==> src/rtl/cfsc_pkg.sv <==
// package with codes, field widths, lookup functions and bcd conversion for the clock setter
`default_nettype none
package cfsc_pkg;

	localparam int YEAR_W    = 7;
	localparam int MONTH_W   = 4;
	localparam int DAY_W     = 5;
	localparam int WEEKDAY_W = 3;
	localparam int HOUR_W    = 5;
	localparam int MINUTE_W  = 6;
	localparam int SECOND_W  = 6;
	localparam int VAL_W     = 7;
	localparam int SEL_W     = 3;
	localparam int CMD_W     = 3;

	localparam int SNAP_W      = YEAR_W + MONTH_W + DAY_W + WEEKDAY_W + HOUR_W + MINUTE_W
		+ SECOND_W;
	localparam int IN_TDATA_W  = ((SNAP_W + 7) / 8) * 8;
	localparam int OUT_TDATA_W = 24;
	localparam int OUT_TUSER_W = 3;

	typedef enum logic [CMD_W-1:0] {
		CMD_LOAD = 3'd0,
		CMD_MODE = 3'd1,
		CMD_NEXT = 3'd2,
		CMD_UP   = 3'd3,
		CMD_DOWN = 3'd4
	} cmd_t;

	typedef enum logic [SEL_W-1:0] {
		SEL_YEAR    = 3'd0,
		SEL_MONTH   = 3'd1,
		SEL_DAY     = 3'd2,
		SEL_WEEKDAY = 3'd3,
		SEL_HOUR    = 3'd4,
		SEL_MINUTE  = 3'd5,
		SEL_SECOND  = 3'd6
	} sel_t;

	localparam logic [7:0] LCD_CURSOR_ON  = 8'h0F;
	localparam logic [7:0] LCD_CURSOR_OFF = 8'h0C;
	localparam logic [7:0] CURSOR_YEAR    = 8'h80 + 8'd4;
	localparam logic [7:0] CURSOR_MONTH   = 8'h80 + 8'd7;
	localparam logic [7:0] CURSOR_DAY     = 8'h80 + 8'd10;
	localparam logic [7:0] CURSOR_WEEKDAY = 8'h80 + 8'd14;
	localparam logic [7:0] CURSOR_HOUR    = 8'hC0 + 8'd5;
	localparam logic [7:0] CURSOR_MINUTE  = 8'hC0 + 8'd8;
	localparam logic [7:0] CURSOR_SECOND  = 8'hC0 + 8'd11;

	localparam logic [3:0] RTC_SECOND  = 4'd2;
	localparam logic [3:0] RTC_MINUTE  = 4'd3;
	localparam logic [3:0] RTC_HOUR    = 4'd4;
	localparam logic [3:0] RTC_DAY     = 4'd5;
	localparam logic [3:0] RTC_WEEKDAY = 4'd6;
	localparam logic [3:0] RTC_MONTH   = 4'd7;
	localparam logic [3:0] RTC_YEAR    = 4'd8;

	localparam logic [SEL_W-1:0] SEL_LAST = SEL_SECOND;

	function automatic logic [7:0] field_cursor(input logic [SEL_W-1:0] sel);
		case (sel)
			SEL_YEAR:    field_cursor = CURSOR_YEAR;
			SEL_MONTH:   field_cursor = CURSOR_MONTH;
			SEL_DAY:     field_cursor = CURSOR_DAY;
			SEL_WEEKDAY: field_cursor = CURSOR_WEEKDAY;
			SEL_HOUR:    field_cursor = CURSOR_HOUR;
			SEL_MINUTE:  field_cursor = CURSOR_MINUTE;
			default:     field_cursor = CURSOR_SECOND;
		endcase
	endfunction

	function automatic logic [3:0] field_addr(input logic [SEL_W-1:0] sel);
		case (sel)
			SEL_YEAR:    field_addr = RTC_YEAR;
			SEL_MONTH:   field_addr = RTC_MONTH;
			SEL_DAY:     field_addr = RTC_DAY;
			SEL_WEEKDAY: field_addr = RTC_WEEKDAY;
			SEL_HOUR:    field_addr = RTC_HOUR;
			SEL_MINUTE:  field_addr = RTC_MINUTE;
			default:     field_addr = RTC_SECOND;
		endcase
	endfunction

	function automatic logic [VAL_W-1:0] field_min(input logic [SEL_W-1:0] sel);
		case (sel)
			SEL_MONTH, SEL_DAY, SEL_WEEKDAY: field_min = 7'd1;
			default:                         field_min = 7'd0;
		endcase
	endfunction

	function automatic logic [VAL_W-1:0] field_max(input logic [SEL_W-1:0] sel);
		case (sel)
			SEL_YEAR:    field_max = 7'd99;
			SEL_MONTH:   field_max = 7'd12;
			SEL_DAY:     field_max = 7'd31;
			SEL_WEEKDAY: field_max = 7'd7;
			SEL_HOUR:    field_max = 7'd23;
			default:     field_max = 7'd59;
		endcase
	endfunction

	// tens by multiply with 205/2048, exact below 1029
	function automatic logic [7:0] to_bcd(input logic [VAL_W-1:0] v);
		logic [17:0]      prod;
		logic [3:0]       tens;
		logic [VAL_W-1:0] ones;
		prod = 18'(v) * 18'd205;
		tens = prod[14:11];
		ones = v - VAL_W'(VAL_W'(tens) * VAL_W'(10));
		to_bcd = {tens, ones[3:0]};
	endfunction

endpackage
`default_nettype wire

==> src/rtl/clock_field_set_controller.sv <==
// key-driven time field setting controller with stream ports
// an accepted input transaction passes the input register and then the result register
// throughput: one transaction per cycle while m_axis_tready does not stall the result;
// the field update between the input register and the result register is combinational
// reset: arst_n clears the handshake state, edit mode and the cursor; month, day and
// weekday come up as 1, the other fields as 0
`default_nettype none
module clock_field_set_controller (
	input  wire logic                             clk,
	input  wire logic                             arst_n,
	input  wire logic                             s_axis_tvalid,
	output logic                                  s_axis_tready,
	// year, month, day, weekday, hour, minute, second, zero pad
	input  wire logic [cfsc_pkg::IN_TDATA_W-1:0]  s_axis_tdata,
	// cmd
	input  wire logic [cfsc_pkg::CMD_W-1:0]       s_axis_tuser,
	output logic                                  m_axis_tvalid,
	input  wire logic                             m_axis_tready,
	// edit_mode, field_sel, reg_addr, reg_data, lcd_byte
	output logic [cfsc_pkg::OUT_TDATA_W-1:0]      m_axis_tdata,
	// reg_write, lcd_valid, lcd_extra
	output logic [cfsc_pkg::OUT_TUSER_W-1:0]      m_axis_tuser
);
	import cfsc_pkg::*;

	logic                 valid_s1;
	logic [CMD_W-1:0]     cmd_s1;
	logic [SNAP_W-1:0]    snap_s1;
	logic                 advance;

	logic                 edit_q, edit_d;
	logic [SEL_W-1:0]     sel_q, sel_d;
	logic [YEAR_W-1:0]    year_q, year_d;
	logic [MONTH_W-1:0]   month_q, month_d;
	logic [DAY_W-1:0]     day_q, day_d;
	logic [WEEKDAY_W-1:0] weekday_q, weekday_d;
	logic [HOUR_W-1:0]    hour_q, hour_d;
	logic [MINUTE_W-1:0]  minute_q, minute_d;
	logic [SECOND_W-1:0]  second_q, second_d;

	logic [VAL_W-1:0]     cur_val, lo_val, hi_val, new_val;
	logic                 reg_write, lcd_valid, lcd_extra;
	logic [3:0]           reg_addr;
	logic [7:0]           reg_data, lcd_byte;

	logic                 m_valid_q;
	logic [OUT_TDATA_W-1:0] m_data_q;
	logic [OUT_TUSER_W-1:0] m_user_q;

	assign advance       = valid_s1 && (!m_valid_q || m_axis_tready);
	assign s_axis_tready = !valid_s1 || advance;
	assign m_axis_tvalid = m_valid_q;
	assign m_axis_tdata  = m_data_q;
	assign m_axis_tuser  = m_user_q;

	// input register
	always_ff @(posedge clk or negedge arst_n) begin
		if (!arst_n) begin
			valid_s1 <= 1'b0;
		end else if (s_axis_tready) begin
			valid_s1 <= s_axis_tvalid;
		end
	end

	always_ff @(posedge clk) begin
		if (s_axis_tvalid && s_axis_tready) begin
			cmd_s1  <= s_axis_tuser;
			snap_s1 <= s_axis_tdata[SNAP_W-1:0];
		end
	end

	always_comb begin
		case (sel_q)
			SEL_YEAR:    cur_val = year_q;
			SEL_MONTH:   cur_val = VAL_W'(month_q);
			SEL_DAY:     cur_val = VAL_W'(day_q);
			SEL_WEEKDAY: cur_val = VAL_W'(weekday_q);
			SEL_HOUR:    cur_val = VAL_W'(hour_q);
			SEL_MINUTE:  cur_val = VAL_W'(minute_q);
			default:     cur_val = VAL_W'(second_q);
		endcase
		lo_val = field_min(sel_q);
		hi_val = field_max(sel_q);
		if (cmd_s1 == CMD_UP) begin
			new_val = (cur_val >= hi_val) ? lo_val : cur_val + 7'd1;
		end else begin
			new_val = (cur_val <= lo_val || cur_val > hi_val) ? hi_val : cur_val - 7'd1;
		end
	end

	always_comb begin
		edit_d    = edit_q;
		sel_d     = sel_q;
		year_d    = year_q;
		month_d   = month_q;
		day_d     = day_q;
		weekday_d = weekday_q;
		hour_d    = hour_q;
		minute_d  = minute_q;
		second_d  = second_q;
		reg_write = 1'b0;
		reg_addr  = '0;
		reg_data  = '0;
		lcd_valid = 1'b0;
		lcd_byte  = '0;
		lcd_extra = 1'b0;
		case (cmd_s1)
			CMD_LOAD: begin
				if (!edit_q) begin
					{second_d, minute_d, hour_d, weekday_d, day_d, month_d, year_d} = snap_s1;
				end
			end
			CMD_MODE: begin
				edit_d    = !edit_q;
				lcd_valid = 1'b1;
				if (!edit_q) begin
					sel_d     = SEL_YEAR;
					lcd_byte  = CURSOR_YEAR;
					lcd_extra = 1'b1;
				end else begin
					lcd_byte = LCD_CURSOR_OFF;
				end
			end
			CMD_NEXT: begin
				if (edit_q) begin
					sel_d     = (sel_q >= SEL_LAST) ? SEL_YEAR : sel_q + 3'd1;
					lcd_valid = 1'b1;
					lcd_byte  = field_cursor(sel_d);
				end
			end
			CMD_UP, CMD_DOWN: begin
				if (edit_q && sel_q <= SEL_LAST) begin
					case (sel_q)
						SEL_YEAR:    year_d    = new_val;
						SEL_MONTH:   month_d   = new_val[MONTH_W-1:0];
						SEL_DAY:     day_d     = new_val[DAY_W-1:0];
						SEL_WEEKDAY: weekday_d = new_val[WEEKDAY_W-1:0];
						SEL_HOUR:    hour_d    = new_val[HOUR_W-1:0];
						SEL_MINUTE:  minute_d  = new_val[MINUTE_W-1:0];
						default:     second_d  = new_val[SECOND_W-1:0];
					endcase
					reg_write = 1'b1;
					reg_addr  = field_addr(sel_q);
					reg_data  = to_bcd(new_val);
					lcd_valid = 1'b1;
					lcd_byte  = field_cursor(sel_q);
				end
			end
			default: begin
			end
		endcase
	end

	// field state and result register
	always_ff @(posedge clk or negedge arst_n) begin
		if (!arst_n) begin
			edit_q    <= 1'b0;
			sel_q     <= SEL_YEAR;
			year_q    <= '0;
			month_q   <= MONTH_W'(1);
			day_q     <= DAY_W'(1);
			weekday_q <= WEEKDAY_W'(1);
			hour_q    <= '0;
			minute_q  <= '0;
			second_q  <= '0;
			m_valid_q <= 1'b0;
		end else begin
			if (advance) begin
				edit_q    <= edit_d;
				sel_q     <= sel_d;
				year_q    <= year_d;
				month_q   <= month_d;
				day_q     <= day_d;
				weekday_q <= weekday_d;
				hour_q    <= hour_d;
				minute_q  <= minute_d;
				second_q  <= second_d;
				m_valid_q <= 1'b1;
			end else if (m_axis_tready) begin
				m_valid_q <= 1'b0;
			end
		end
	end

	always_ff @(posedge clk) begin
		if (advance) begin
			m_data_q <= {lcd_byte, reg_data, reg_addr, sel_d, edit_d};
			m_user_q <= {lcd_extra, lcd_valid, reg_write};
		end
	end

endmodule
`default_nettype wire

==> config.mk <==
export PLATFORM = sky130hd
export DESIGN_NAME = clock_field_set_controller
export DESIGN_NICKNAME = d
export VERILOG_FILES = /design/src/rtl/cfsc_pkg.sv /design/src/rtl/clock_field_set_controller.sv
export SDC_FILE = /design/constraint.sdc
export NUM_CORES = 1
export LEC_CHECK = 0
export BUFFER_PORTS_ARGS = -buffer_cell sky130_fd_sc_hd__buf_2
export CAP_MARGIN = 20
export CORE_UTILIZATION = 53
export DETAILED_ROUTE_END_ITERATION = 10
export GPL_ROUTABILITY_DRIVEN = 0
export PLACE_DENSITY = 0.77
export SETUP_SLACK_MARGIN = 0.3
export SKIP_CTS_REPAIR_TIMING = 1
export SLEW_MARGIN = 20
export SYNTH_ARGS = -nofsm -noshare
export SYNTH_HDL_FRONTEND = slang
export SYNTH_SLANG_ARGS = --single-unit
export TNS_END_PERCENT = 5
==> constraint.sdc <==
create_clock -name clk -period 8.3 [get_ports clk]
set_input_delay 0.415 -clock clk [delete_from_list [all_inputs] [get_ports clk]]
set_output_delay 0.415 -clock clk [all_outputs]
set_load 0.05 [all_outputs]
* Yosys cells after proc, flatten, opt, wreduce, memory -nomap -nowiden *
Cells that the tools add are included.

cells by class
  add/subtract/negate cells = 4
  multiply operators = 2
  order comparisons = 5
  eq/ne operators = 23
  muxes and demuxes = 52
  reductions and logical operators = 25

operators by type and width
  operator              number
  $pmux 7 s6            3
  $mux 7                6
  $mux 6                6
  $pmux 7 s5            1
  $reduce_and 5->1      7
  $mux 5                6
  $mux 8                3
  $pmux 4 s6            1
  $pmux 6 s2            2
  $pmux 8 s3            1
  $pmux 5 s2            2
  $eq 3x2->1 const B    6
  $mux 3                6
  $ne 2x2->1 const B    9
  $eq 3x3->1 const B    5
  $mul 7x8->15 const B  1
  $pmux 7 s2            1
  $mux 4                3
  $pmux 3 s2            2
  $eq 3x1->1 const B    3
  $logic_not 3->1       3
  $pmux 4 s2            1
  $add 7x1->7 const B   1
  $ge 7x7->1            1
  18 further kinds      31

storage, ports and cells
  bits in registers = 108
  input bits = 47
  output and inout bits = 29
  logic and storage cells = 129

* Longest topological paths before layout *
  depth after elaboration = 10
  gate-level depth with buffers = 40
  gate-level depth less buffers = 37

* Worst setup path after synthesis *
No wires, ideal clock.

  kind = register -> register
  from = reg sel_q[2]
  to = reg m_data_q[11] (netlist: m_axis_tdata[11]), data pin
  library setup time = 0.260 ns
  data arrival time = 8.339 ns
  data required time = 8.040 ns
  path slack = -0.299 ns
  stages on the path, launching flop included = 37
  period minus slack after synthesis = 8.599 ns
  cells stage by stage = dfrtp_1 -> buf_2 -> buf_2 -> clkinv_1 -> ha_1 -> a221o_1 -> o32ai_4 -> inv_4 -> ha_1 -> nand3b_1 -> a21o_1 -> a21o_1 -> o41a_1 -> nand3_1 -> a22oi_1 -> inv_1 -> ha_1 -> inv_1 -> fa_1 -> inv_1 -> ha_1 -> inv_1 -> fa_1 -> inv_1 -> ha_1 -> nand4_1 -> or2_2 -> or4_4 -> a22oi_4 -> nand2b_1 -> xnor2_1 -> ha_1 -> fa_1 -> inv_1 -> o21ai_0 -> o32ai_2 -> mux2_2

on the way
  word-level cells in the longest chain between the ends = 10
  elaborated cells on any way between the ends = 25
  those cells by class = add/sub: 3; mul: 2; order compare: 4; eq/ne: 5; mux: 6; reduce/logical: 5

RTL lines
  element                                   line                                                              RTL
  start: declaration                        clock_field_set_controller.sv:32                                  logic [SEL_W-1:0] sel_q, sel_d;
  start signal: assignment                  clock_field_set_controller.sv:170                                 sel_q <= sel_d;
  $eq 3x2->1 or $eq 3x1->1 (tied branches)  cfsc_pkg.sv:85, cfsc_pkg.sv:92, clock_field_set_controller.sv:73
  $reduce_or 3->1                           cfsc_pkg.sv:85                                                    case (sel)
  $mux 1                                    cfsc_pkg.sv:85
  $le 7x7->1                                clock_field_set_controller.sv:87                                  new_val = (cur_val <= lo_val || cur_val > hi_val) ? hi_val : cur_val - 7'd1;
  $logic_or 1x1->1                          clock_field_set_controller.sv:87
  $mux 7                                    clock_field_set_controller.sv:87
  $mux 7                                    clock_field_set_controller.sv:84                                  if (cmd_s1 == CMD_UP) begin
  $mul 7x8->15                              cfsc_pkg.sv:107                                                   prod = 18'(v) * 18'd205;
  $mul 4x3->3                               cfsc_pkg.sv:109                                                   ones = v - VAL_W'(VAL_W'(tens) * VAL_W'(10));
  $sub 4x4->4                               cfsc_pkg.sv:109
  end signal: assignment                    clock_field_set_controller.sv:187                                 m_data_q <= {lcd_byte, reg_data, reg_addr, sel_d, edit_d};
  end: declaration                          clock_field_set_controller.sv:47                                  logic [OUT_TDATA_W-1:0] m_data_q;

Several ways; a longest one is shown, not always the timed one.
A chain may end at the register's enable or synchronous reset.

* Worst setup path after layout *
  from = reg sel_q[1]
  to = reg m_data_q[11] (netlist: m_axis_tdata[11]), data pin

Same word-level chain as after synthesis.

==> flow_summary.yaml <==
routing:
  drt_iter0_markers: 536
  via_per_inst: 6.11
  route.detailed.drc: 5
  wl_per_cell_um: 18.5
  via_count: 5364
  wirelength_mm: 16.2
  dr.pass1.iters: 9
  drtAntennaViolNets: 0
grt:
  grt_pass1_vias: 5066
  grt_first_pass_wirelength_mm: 24.8
  grt_max_degree: 51
  antenna_found_initial: 0
  track_usage_pct: 25.2
  gr-total-overflow: 0
logic_synthesis:
  yosysWarnings: 0
  ys_seq_area_share_pct: 46.5
  synthCells: 614
  synth-main-ff-cell: "edfxtp_1"
  synth-edff-count: 64
  async_flop_share_pct: 39.6
  synth.avg_cell_area_um2: 10.4
  synth_area_um2: 6400
  yosysUniqueCellTypes: 74
  synth_seq_cells: 106
placed_design:
  dp.cells: 839
  dpl_cell_area_um2: 7180
  dp_hpwl_mm: 11.3
  io_buffers: 69
setup_path:
  cp_common_cell: "ha_4"
  required_ps: 8410
  critPathMaxStageDelay_ps: 500
  crit_path_start_kind: "register"
  reg2reg_to: "m_axis_tdata[11]"
  endpoint_kind: "register"
  slowest_stage: "fa_1"
  crit_fanout: 8
  worstPathArrival_ps: 8350
  reg2reg_from: "sel_q[1]"
  setup.worst_path.start: "sel_q[1]"
  r2r_slack_ps: 60
  crit_type: "reg -> reg"
  r2r_cells: 35
die:
  start_util_pct: 55.1
  ioPinCount: 76
  fp.dieH_um: 112
  fp.dieW_um: 112
  die_area_um2: 12500
  core_um2: 11600
  placementRows: 39
cells_and_area:
  nets: 838
  mostFrequentLayoutCells: "buf_2, edfxtp_1, buf_4, nor2_1, a21oi_1"
  areaGrowthSynthToFinish_pct: 22.8
  final_cell_area_um2: 7860
  antenna_cells: 0
  drive_gt1_share_pct: 30.2
  layout_commonest_cell: "buf_2"
  fillers: 859
  instances_no_fill: 878
sta:
  finClkSkew_ps: 6.99
  fin_crit_ps: 8240
  rsz0062_at_grt: "yes"
  min_period_over_period_pct: 99.3
  max_freq_ghz: 0.121
  fin_setup_tns_ps: 0
  setup_viol: 0
  hold_ws_ps: 186
  worst_slew_pin_slew_ps: 1040
  hold_viol_final: 0
  slew_headroom_pct: 31.0
  slew_violations: 0
status:
  status: "finished, violations left"
  violations: "DRC"
clock_tree:
  clk_pin_slew_ps: 70
  cts.htree.levels: 3
  root_buffer: "clkbuf_16"
  cts_made_buffers: 9
  clock-sinks: 106
  clk_latency_ps: 360
  clock_path_buffers: 2
  cts_tree: "yes"
run:
  max-cap-violations: 0
min_path:
  hold_class: "in -> async"
## area by class of cell
class / count / area, um^2 / area share [%]
multi-input combinational: 431 / 3370 / 42.9
sequential: 106 / 2980 / 37.9
timing repair buffer: 131 / 818 / 10.4
clock buffer: 12 / 268 / 3.41
inverter: 51 / 206 / 2.63
tap: 143 / 179 / 2.28
clock inverter: 4 / 32.5 / 0.414
## critical path, delay by kind of cell, from the launching register on
kind / cells / cell delay (ps)
multiplexers: 2 / 560
XOR/XNOR: 1 / 120
AND/OR/NAND/NOR: 8 / 1310
AO/OA/AOI/OAI: 8 / 1960
flip-flops: 1 / 460
buffers and inverters: 7 / 910
adder cells (fa/ha/maj): 9 / 2710
## kinds of logic after synthesis
group                    share of synthesized area, %
AO/OA/AOI/OAI                                    19.0
flip-flops                                       46.5
other                                          0.0586
XOR/XNOR                                         1.23
AND/OR/NAND/NOR                                  13.3
adder cells (fa/ha/maj)                          13.0
multiplexers                                     1.96
buffers and inverters                            4.95
## per-stage QoR
step	util [%]	setup WS, ps
floorplan	-	302
global placement	61.8	47.3
detailed placement	61.8	-93.5
CTS	64.4	-156
global route	67.6	-153
finish	67.6	57.7
## registers in the layout, indices dropped and copies added, names as in the netlist
signal and flops:
m_axis_tuser 3, year_q 7, m_axis_tdata 22, second_q 6
cmd_s1 3, sel_q 3, day_q 5, m_axis_tvalid 1
valid_s1 1, snap_s1 36, month_q 4, minute_q 6
weekday_q 3, hour_q 5, edit_q 1
## synthesized netlist by cell type (all sizes together) (7+ instances only)
| master | instances | share of area [%] |
|---|---|---|
| edfxtp | 64 | 30 |
| nor2 | 54 | 3.2 |
| ha | 52 | 10 |
| inv | 48 | 2.9 |
| a21oi | 43 | 3.4 |
| dfrtp | 39 | 15 |
| nand2 | 39 | 2.3 |
| o21ai | 36 | 2.8 |
| o22ai | 26 | 2.5 |
| clkbuf | 16 | 0.94 |
| a31oi | 13 | 1.4 |
| nand2b | 12 | 1.2 |
| and2 | 11 | 1.1 |
| buf | 11 | 0.98 |
| nand3 | 11 | 0.86 |
| fa | 9 | 2.8 |
| mux2i | 8 | 1.3 |
| nor2b | 8 | 0.90 |
| nor3 | 7 | 0.55 |
| xnor2 | 7 | 0.96 |
## routing by layer
layer  global-route usage, %  vias up  share of wire, %  wire length, um
li1                        -     2475                 -                -
met1                    33.2     2534                41             6600
met2                    41.7      300                48             7830
met3                    4.35       55               7.6             1230
met4                    9.91        0               3.3              542
met5                       0        -                 0                0
## worst max-delay path by stage
stage	to	slack (ps)	depth (start not counted)
6_report	m_axis_tdata[11]	60	35
5_1_grt	m_axis_tdata[11]	-150	34
4_1_cts	m_axis_tdata[11]	-160	32
3_5_place_dp	m_axis_tdata[11]	-90	32
3_3_place_gp	m_axis_tdata[11]	50	32
2_1_floorplan	m_axis_tdata[11]	300	37
Power is left out: the tool's default activity adds up to more than one toggle a clock period on the data nets, which glitch-free logic cannot reach.
